--- config.mk ---
export PLATFORM = sky130hd
export DESIGN_NAME = windowed_median_rate_lock_unit
export DESIGN_NICKNAME = d
export VERILOG_FILES = /design/src/rtl/wml_pkg.sv /design/src/rtl/windowed_median_rate_lock_unit.sv /design/src/rtl/wml_ctrl.sv /design/src/rtl/wml_dp.sv
export SDC_FILE = /design/constraint.sdc
export NUM_CORES = 2
export LEC_CHECK = 0
export ABC_AREA = 1
export BUFFER_PORTS_ARGS = -buffer_cell sky130_fd_sc_hd__buf_2
export CORE_MARGIN = 4
export CORE_UTILIZATION = 45
export DETAILED_ROUTE_END_ITERATION = 6
export GPL_TIMING_DRIVEN = 0
export PLACE_DENSITY_LB_ADDON = 0.08
export SETUP_SLACK_MARGIN = 0.4
export SKIP_LAST_GASP = 1
export SYNTH_ARGS = -nofsm -noshare
export SYNTH_HDL_FRONTEND = slang
export SYNTH_SLANG_ARGS = --single-unit
--- constraint.sdc ---
create_clock -name clk -period 6.8 [get_ports clk]
set_input_delay 2.04 -clock clk [delete_from_list [all_inputs] [get_ports clk]]
set_output_delay 2.04 -clock clk [all_outputs]
set_load 0.05 [all_outputs]
--- src/rtl/wml_pkg.sv ---
// shared types and constants for the windowed median rate lock
// no dependencies; imported by wml_ctrl, wml_dp and the top level
package wml_pkg;

  localparam int MAX_WINDOW_DEF = 16;
  localparam int SAMPLE_W       = 32;
  localparam int CNT_W          = 5;
  localparam int CFG_IDX_W      = 1;
  localparam int MIN_STATS      = 3;

  // configuration register indexes
  localparam logic [CFG_IDX_W-1:0] CFG_WINDOW_SIZE = 1'd0;
  localparam logic [CFG_IDX_W-1:0] CFG_STAB_THR    = 1'd1;

  localparam logic [CNT_W-1:0]    WIN_RST = 5'd16;
  localparam logic [SAMPLE_W-1:0] THR_RST = 32'd65536;

  // commands from the controller to the datapath
  typedef struct packed {
    logic take;      // capture the input sample
    logic write;     // write sample into the ring, advance pointer and fill
    logic clr_row;   // zero the sort row
    logic clr_idx;   // zero the step counter
    logic load;      // read one ring entry into the sort row
    logic sort;      // one odd-even transposition pass
    logic scan;      // shift the sorted row and pick out min, median, max
    logic decide;    // lock decision
    logic load_out;  // load the result register
  } wml_cmd_t;

  // status from the datapath to the controller
  typedef struct packed {
    logic in_nz;     // input sample is nonzero
    logic stats_ok;  // fill at least three
    logic idx_last;  // counter at fill - 1
    logic idx_full;  // counter at fill
  } wml_sts_t;

endpackage

--- src/rtl/windowed_median_rate_lock_unit.sv ---
// windowed median rate lock, top level; one item in flight at a time
// out_valid rises after acceptance: for a zero sample straight from the done state,
//   with fewer than three in the window after the ring write and check, otherwise
//   after the ring read, n+1 sort passes, an n-step scan and the lock decision
// next item: in_stall drops in the cycle after the result is registered
// reset: synchronous active-low; clears pointers, fill, statistics and lock
module windowed_median_rate_lock_unit #(
  parameter int MAX_WINDOW = wml_pkg::MAX_WINDOW_DEF
) (
  input  logic                          clk,
  input  logic                          rst_n,
  input  logic                          cfg_we,
  input  logic [wml_pkg::CFG_IDX_W-1:0] cfg_index,
  input  logic [wml_pkg::SAMPLE_W-1:0]  cfg_data,
  input  logic                          in_valid,
  output logic                          in_stall,
  input  logic [wml_pkg::SAMPLE_W-1:0]  in_sample,
  output logic                          out_valid,
  input  logic                          out_stall,
  output logic                          out_accepted,
  output logic [wml_pkg::SAMPLE_W-1:0]  out_locked_rate,
  output logic [wml_pkg::SAMPLE_W-1:0]  out_swing,
  output logic [wml_pkg::SAMPLE_W-1:0]  out_median_now,
  output logic                          out_is_stable,
  output logic [wml_pkg::CNT_W-1:0]     out_sample_count
);
  import wml_pkg::*;

  wml_cmd_t cmd;
  wml_sts_t sts;

  wml_ctrl u_ctrl (
    .clk       (clk),
    .rst_n     (rst_n),
    .in_valid  (in_valid),
    .in_stall  (in_stall),
    .out_valid (out_valid),
    .out_stall (out_stall),
    .sts       (sts),
    .cmd       (cmd)
  );

  wml_dp #(
    .MAX_WINDOW (MAX_WINDOW)
  ) u_dp (
    .clk              (clk),
    .rst_n            (rst_n),
    .cfg_we           (cfg_we),
    .cfg_index        (cfg_index),
    .cfg_data         (cfg_data),
    .in_sample        (in_sample),
    .cmd              (cmd),
    .sts              (sts),
    .out_accepted     (out_accepted),
    .out_locked_rate  (out_locked_rate),
    .out_swing        (out_swing),
    .out_median_now   (out_median_now),
    .out_is_stable    (out_is_stable),
    .out_sample_count (out_sample_count)
  );

endmodule

--- src/rtl/wml_ctrl.sv ---
// controller state machine for the windowed median rate lock
// depends on wml_pkg; drives wml_dp through wml_cmd_t, reads wml_sts_t
module wml_ctrl (
  input  logic              clk,
  input  logic              rst_n,
  input  logic              in_valid,
  output logic              in_stall,
  output logic              out_valid,
  input  logic              out_stall,
  input  wml_pkg::wml_sts_t sts,
  output wml_pkg::wml_cmd_t cmd
);
  import wml_pkg::*;

  localparam logic [3:0] S_IDLE   = 4'd0;
  localparam logic [3:0] S_WRITE  = 4'd1;
  localparam logic [3:0] S_CHECK  = 4'd2;
  localparam logic [3:0] S_LOAD   = 4'd3;
  localparam logic [3:0] S_LWAIT  = 4'd4;
  localparam logic [3:0] S_SORT   = 4'd5;
  localparam logic [3:0] S_SCAN   = 4'd6;
  localparam logic [3:0] S_DECIDE = 4'd7;
  localparam logic [3:0] S_DONE   = 4'd8;

  logic [3:0] state_r, state_nxt;
  logic       out_valid_r, out_valid_nxt;
  logic       out_free;

  assign in_stall  = (state_r != S_IDLE);
  assign out_valid = out_valid_r;
  assign out_free  = !out_valid_r || !out_stall;

  always_comb begin
    state_nxt = state_r;
    cmd       = '0;
    case (state_r)
      S_IDLE: begin
        if (in_valid) begin
          cmd.take  = 1'b1;
          state_nxt = sts.in_nz ? S_WRITE : S_DONE;
        end
      end
      S_WRITE: begin
        cmd.write = 1'b1;
        state_nxt = S_CHECK;
      end
      S_CHECK: begin
        if (sts.stats_ok) begin
          cmd.clr_row = 1'b1;
          cmd.clr_idx = 1'b1;
          state_nxt   = S_LOAD;
        end else begin
          state_nxt = S_DONE;
        end
      end
      S_LOAD: begin
        cmd.load = 1'b1;
        if (sts.idx_last) begin
          cmd.clr_idx = 1'b1;
          state_nxt   = S_LWAIT;
        end
      end
      S_LWAIT: begin
        // last read word lands in the row this cycle
        state_nxt = S_SORT;
      end
      S_SORT: begin
        cmd.sort = 1'b1;
        if (sts.idx_full) begin
          cmd.clr_idx = 1'b1;
          state_nxt   = S_SCAN;
        end
      end
      S_SCAN: begin
        cmd.scan = 1'b1;
        if (sts.idx_last) begin
          state_nxt = S_DECIDE;
        end
      end
      S_DECIDE: begin
        cmd.decide = 1'b1;
        state_nxt  = S_DONE;
      end
      S_DONE: begin
        if (out_free) begin
          cmd.load_out = 1'b1;
          state_nxt    = S_IDLE;
        end
      end
      default: begin
        state_nxt = S_IDLE;
      end
    endcase
  end

  always_comb begin
    out_valid_nxt = out_valid_r;
    if (cmd.load_out) begin
      out_valid_nxt = 1'b1;
    end else if (out_valid_r && !out_stall) begin
      out_valid_nxt = 1'b0;
    end
  end

  always_ff @(posedge clk) begin
    if (!rst_n) begin
      state_r     <= S_IDLE;
      out_valid_r <= 1'b0;
    end else begin
      state_r     <= state_nxt;
      out_valid_r <= out_valid_nxt;
    end
  end

endmodule

--- src/rtl/wml_dp.sv ---
// datapath for the windowed median rate lock: config registers, sample ring,
// sort row with odd-even transposition passes, lock state and result register
// depends on wml_pkg; controlled by wml_ctrl
module wml_dp #(
  parameter int MAX_WINDOW = wml_pkg::MAX_WINDOW_DEF
) (
  input  logic                              clk,
  input  logic                              rst_n,
  input  logic                              cfg_we,
  input  logic [wml_pkg::CFG_IDX_W-1:0]     cfg_index,
  input  logic [wml_pkg::SAMPLE_W-1:0]      cfg_data,
  input  logic [wml_pkg::SAMPLE_W-1:0]      in_sample,
  input  wml_pkg::wml_cmd_t                 cmd,
  output wml_pkg::wml_sts_t                 sts,
  output logic                              out_accepted,
  output logic [wml_pkg::SAMPLE_W-1:0]      out_locked_rate,
  output logic [wml_pkg::SAMPLE_W-1:0]      out_swing,
  output logic [wml_pkg::SAMPLE_W-1:0]      out_median_now,
  output logic                              out_is_stable,
  output logic [wml_pkg::CNT_W-1:0]         out_sample_count
);
  import wml_pkg::*;

  localparam int FW = $clog2(MAX_WINDOW + 1);
  localparam int PW = $clog2(MAX_WINDOW);

  typedef logic [SAMPLE_W-1:0] word_t;

  // configuration
  logic [CNT_W-1:0] win_r;
  word_t            thr_r;

  // architectural state
  logic [PW-1:0] wp_r;
  logic [FW-1:0] fill_r;
  word_t         low_r, high_r, mid_r;
  logic          stable_r;
  word_t         held_rate_r, held_spread_r;

  // working registers
  word_t         s_r;
  logic [FW-1:0] idx_r;
  logic          ld_v_r;
  word_t         rd_data_r;
  word_t         row_r [MAX_WINDOW];
  word_t         row_nxt [MAX_WINDOW];
  word_t         ring [MAX_WINDOW];

  logic [FW-1:0] w_eff;
  logic [FW-1:0] wp_base, wp_inc, fill_clamp, fill_new, mid_j;
  logic [PW-1:0] wp_next;
  word_t         top, spread;
  logic          lock;

  // effective window, clamped to one through MAX_WINDOW
  always_comb begin
    if (win_r == '0) begin
      w_eff = FW'(1);
    end else if (32'(win_r) > 32'(MAX_WINDOW)) begin
      w_eff = FW'(MAX_WINDOW);
    end else begin
      w_eff = FW'(win_r);
    end
  end

  // pointer and fill update for a nonzero sample
  assign wp_base    = (FW'(wp_r) >= w_eff) ? '0 : FW'(wp_r);
  assign wp_inc     = wp_base + FW'(1);
  assign wp_next    = (wp_inc == w_eff) ? '0 : PW'(wp_inc);
  assign fill_clamp = (fill_r > w_eff) ? w_eff : fill_r;
  assign fill_new   = (fill_clamp < w_eff) ? fill_clamp + FW'(1) : fill_clamp;

  // sorted index n/2 reaches the top tap after n-1-n/2 upward shifts
  assign mid_j  = fill_r - FW'(1) - (fill_r >> 1);
  assign top    = row_r[MAX_WINDOW-1];
  assign spread = high_r - low_r;
  assign lock   = (fill_r >= w_eff) && (spread < thr_r) &&
                  (!stable_r || (spread < held_spread_r));

  assign sts.in_nz    = (in_sample != '0);
  assign sts.stats_ok = (fill_r >= FW'(MIN_STATS));
  assign sts.idx_last = (idx_r == fill_r - FW'(1));
  assign sts.idx_full = (idx_r == fill_r);

  // next row: load shift, transposition pass or upward scan shift
  always_comb begin
    for (int i = 0; i < MAX_WINDOW; i++) begin
      row_nxt[i] = row_r[i];
    end
    if (cmd.clr_row) begin
      for (int i = 0; i < MAX_WINDOW; i++) begin
        row_nxt[i] = '0;
      end
    end else if (ld_v_r) begin
      for (int i = 0; i < MAX_WINDOW - 1; i++) begin
        row_nxt[i] = row_r[i+1];
      end
      row_nxt[MAX_WINDOW-1] = rd_data_r;
    end else if (cmd.sort) begin
      // pairs start at even or odd positions on alternate passes
      for (int i = 0; i < MAX_WINDOW - 1; i++) begin
        if ((1'(i) == idx_r[0]) && (row_r[i] > row_r[i+1])) begin
          row_nxt[i]   = row_r[i+1];
          row_nxt[i+1] = row_r[i];
        end
      end
    end else if (cmd.scan) begin
      for (int i = 1; i < MAX_WINDOW; i++) begin
        row_nxt[i] = row_r[i-1];
      end
      row_nxt[0] = '0;
    end
  end

  always_ff @(posedge clk) begin
    for (int i = 0; i < MAX_WINDOW; i++) begin
      row_r[i] <= row_nxt[i];
    end
  end

  // sample ring
  always_ff @(posedge clk) begin
    if (cmd.write) begin
      ring[PW'(wp_base)] <= s_r;
    end
    if (cmd.load) begin
      rd_data_r <= ring[idx_r[PW-1:0]];
    end
  end

  always_ff @(posedge clk) begin
    if (cmd.take) begin
      s_r <= in_sample;
    end
  end

  always_ff @(posedge clk) begin
    if (!rst_n) begin
      win_r         <= WIN_RST;
      thr_r         <= THR_RST;
      wp_r          <= '0;
      fill_r        <= '0;
      low_r         <= '0;
      high_r        <= '0;
      mid_r         <= '0;
      stable_r      <= 1'b0;
      held_rate_r   <= '0;
      held_spread_r <= '0;
      idx_r         <= '0;
      ld_v_r        <= 1'b0;
    end else begin
      if (cfg_we) begin
        case (cfg_index)
          CFG_WINDOW_SIZE: win_r <= cfg_data[CNT_W-1:0];
          CFG_STAB_THR:    thr_r <= cfg_data;
          default:         ;
        endcase
      end
      ld_v_r <= cmd.load;
      if (cmd.clr_idx) begin
        idx_r <= '0;
      end else if (cmd.load || cmd.sort || cmd.scan) begin
        idx_r <= idx_r + FW'(1);
      end
      if (cmd.write) begin
        wp_r   <= wp_next;
        fill_r <= fill_new;
      end
      if (cmd.scan) begin
        if (idx_r == '0) begin
          high_r <= top;
        end
        if (idx_r == mid_j) begin
          mid_r <= top;
        end
        if (sts.idx_last) begin
          low_r <= top;
        end
      end
      if (cmd.decide && lock) begin
        stable_r      <= 1'b1;
        held_rate_r   <= mid_r;
        held_spread_r <= spread;
      end
    end
  end

  // result register
  always_ff @(posedge clk) begin
    if (cmd.load_out) begin
      out_accepted     <= (s_r != '0);
      out_locked_rate  <= (stable_r && sts.stats_ok) ? held_rate_r : '0;
      out_swing        <= sts.stats_ok ? spread : '0;
      out_median_now   <= mid_r;
      out_is_stable    <= stable_r;
      out_sample_count <= CNT_W'(fill_r);
    end
  end

endmodule

==> results.cfg <==
[pwr]
p_total_uw = 41920
p_switching_uw = 19040
switching_share = 0.4541
power_density_nw_per_um2 = 485.1
p_seq_frac = 0.336
clkPwrFrac = 0.214
vdd.ir_drop.worst_uv = 244.7
pwr-share-comb = 0.449
leakage_uw = 0.04034
p_int_uw = 22890

[routing]
vias = 68381
viasPerCell = 5.381
wire_per_inst_um = 20.63
dr.pass1.iters = 6
ant_nets = 0
dr.first_iter.drc_count = 6381
routed_wirelength_um = 262100
drc = 0

[cells_and_area]
layout_commonest_cell = nand2_1
layout_common_cells = nand2_1, nor2_1, inv_1
final_area_um2 = 86410
post_route_cells_drive_above_1_share = 0.06131
nets = 11023
area_growth_pct = 12.70

[setup_path]
slowest_stage = o21ai_0
max_stage_delay_ps = 650
start_kind = flop
crit_path_end_kind = flop
required_ps = 7540
critical_path_class = reg2reg
path_cells = inv_1 > ha_1 > fa_1 > o21ai_0 > a21o_1 > nand2_1 > nand2_1 > nand3_1 > nand2_1 > xor2_1 > inv_1 > ha_1 > nand2_1 > nor4b_1 > nand2_1 > nand2_1 > nand2_1 > nand3_1 > clkbuf_1 > buf_2 > nor2_1 > nor2_1
r2r_cells = 22
cp.arrival_ps = 5960
cpMostUsedCell = nand2_1
cp_max_fo = 10

[placed_design]
hpwl_um = 201400
placed_area_um2 = 80880
io_buffers = 173
place_ws_ps = 1823
gp_congestion = 0.9366

[synthesis]
syn_area_per_cell_um2 = 7.671
async_reset_ff_frac = 0
synth_fp_nets = 10665
synth_compound_area_frac = 0.1064
synthCells = 9995
ys_types = 51
ys_ff_latch = 1409
synth_top_area_share = 0.2659
yosysWarnings = 0
synth_ff_type = dfxtp_1
seq_area_frac_synth = 0.4565
syn_area_um2 = 76670
muxShareOfSynthArea = 0
synth_top_area_cell = edfxtp_1
yosys-top-cells-area = edfxtp_1, dfxtp_1, nand2_1, ha_1, nor2_1
synth_xor_area_frac = 0.004341
synthSimpleGateAreaFrac = 0.2615
synth-adder-area-share = 0.09811
synth_edf_count = 679
synth_top_family_by_area = simple AND/OR/NAND/NOR gates

[timing]
finalMaxSlewViolations = 0
final.period_utilization = 0.7687
fin_setup_tns_ps = 0
fmax_mhz = 191.3
worst_pin_slew_ps = 1444
finClkSkew_ps = 30.54
grt_setup_unrepaired = false
period_needed_ps = 5227
slew_headroom = 0.03740
setup_ws_ps = 1573
setup_viol = 0
hold_viol = 0

[flow_run]
cap_violations = 0

[global_route]
track_usage = 0.2903
antenna_found_initial = 12
grt_use_met1 = 0.4163
grt_pass1_wl_um = 395500
grt-ovfl-total = 0
use_met3 = 0.04435
grt_pass1_vias = 64708
top_usage_layer = met2
grt_max_degree = 35
met2_usage = 0.4564

[clock_network]
clock-sinks = 1409
tritoncts = built
cts_max_path_buffers = 3
numCtsBuffers = 161
cts_setup_buffers = 0
htree_num_levels = 4
postCtsResizedCells = 0
ctsRootBufferMaster = clkbuf_16
clk_latency_ps = 820
cts-hold-fix-buffers = 0
clk_pin_slew_ps = 60

[status]
status = finished, final reports clean

[floorplan]
core_um2 = 169500
pin_count = 175
die_area_um2 = 177100
die-width_um = 420.8
die_h_um = 420.8
fp-row-count = 151
initial_core_util = 0.4524

[worst_hold_path]
hold_class = reg2reg
hold_path_depth = 2
==> Yosys cell counts, types with 4 or more instances <==
master / count
buf_4: 8
a211oi_1: 6
inv_1: 916
clkinv_1: 4
o22ai_1: 78
a22oi_1: 33
nand4_1: 94
dfxtp_1: 730
o21ai_2: 4
xnor2_1: 10
nand3_1: 602
nor2_1: 1573
buf_1: 26
o21a_1: 31
nor3_1: 28
nand3b_1: 5
a21o_1: 13
o21ai_1: 29
o21bai_1: 5
o21ai_0: 557
o211ai_1: 28
a21oi_1: 651
clkbuf_1: 331
buf_2: 147
o221ai_1: 50
inv_2: 5
nor4_1: 36
nand2_2: 10
a31oi_1: 8
edfxtp_1: 679
nand2_1: 2640
xor2_1: 28
ha_1: 598
==> critical path: cells and delay by family, from the launching register on <==
family	cells	cell delay [ps]
and+or+nand+nor	12	1290
buffers and inverters	4	1170
adders and majority gates	3	940
AOI/OAI and AO/OA	2	900
xor gates and xnor gates	1	510
DFF	1	310
==> path summary, 6_finish.rpt <==
path	from	to	slack [ps]
max reg2reg	u_dp.high_r[0]	u_dp.held_spread_r[29]	1570
min	u_dp.thr_r[1]	u_dp.thr_r[1]	460
min reg2reg	u_dp.thr_r[1]	u_dp.thr_r[1]	460
max	u_dp.high_r[0]	u_dp.held_spread_r[29]	1570
==> cell families after synthesis <==
kind of cell | count (synthesis)
adder cells (fa/ha/maj) | 600
XOR/XNOR | 38
flip-flops | 1409
buffers and inverters | 1437
AO/OA/AOI/OAI | 1502
AND/OR/NAND/NOR | 5009
==> registers in the layout, summed over array words and instances, names as in the netlist, 4 cells and up <==
signal                 cells
u_dp.high_r               32
u_dp.mid_r                32
u_dp.wp_r                  4
u_dp.row_r               512
u_dp.out_median_now       32
u_dp.ring                512
u_dp.thr_r                32
u_dp.s_r                  32
u_dp.rd_data_r            32
u_dp.held_spread_r        32
u_dp.out_swing            32
u_dp.idx_r                 5
u_dp.fill_r                5
u_dp.out_sample_count      5
u_dp.win_r                 5
u_dp.held_rate_r          32
u_dp.out_locked_rate      32
u_ctrl.state_r             4
u_dp.low_r                32
==> final cells by class <==
class	instances	area (um2)
clock inverter	80	1041
inverter	925	3472
clock buffer	217	4481
multi-input combinational	7149	36200
sequential	1409	35000
timing repair buffer	195	1296
antenna	3	7.507
fill	16608	83060
tap	2218	2775
buffer	512	2136
==> power groups by stage <==
| stage | registers [uW] | logic (uW) | clock network [uW] |
|---|---|---|---|
| floorplan | 12800 | 13500 | 0 |
| global placement | 14200 | 18200 | 0 |
| detailed placement | 14200 | 18600 | 0 |
| CTS | 14000 | 18700 | 9130 |
| global route | 14300 | 21700 | 9490 |
| finish | 14100 | 18800 | 8990 |
==> metrics by stage <==
step / instances / util / hold WS, ps
after CTS: 12705 / 0.5099 / 464.3
after detailed placement: 12408 / 0.4773 / 450.0
after global placement: 12386 / 0.4739 / 445.4
after floorplan: 9995 / - / 425.6
final: 12708 / 0.5099 / 461.0
after global routing: 12705 / 0.5099 / 475.3
==> metal layers <==
metal / share of wire / wire [um] / vias to the layer above
met5: 0.00010 / 27 / -
met3: 0.070 / 18300 / 404
li1: - / - / 33653
met1: 0.46 / 121100 / 32124
met4: 0.027 / 7043 / 4
met2: 0.44 / 115700 / 2196
Note: power is estimated with default switching activity, not from simulation.
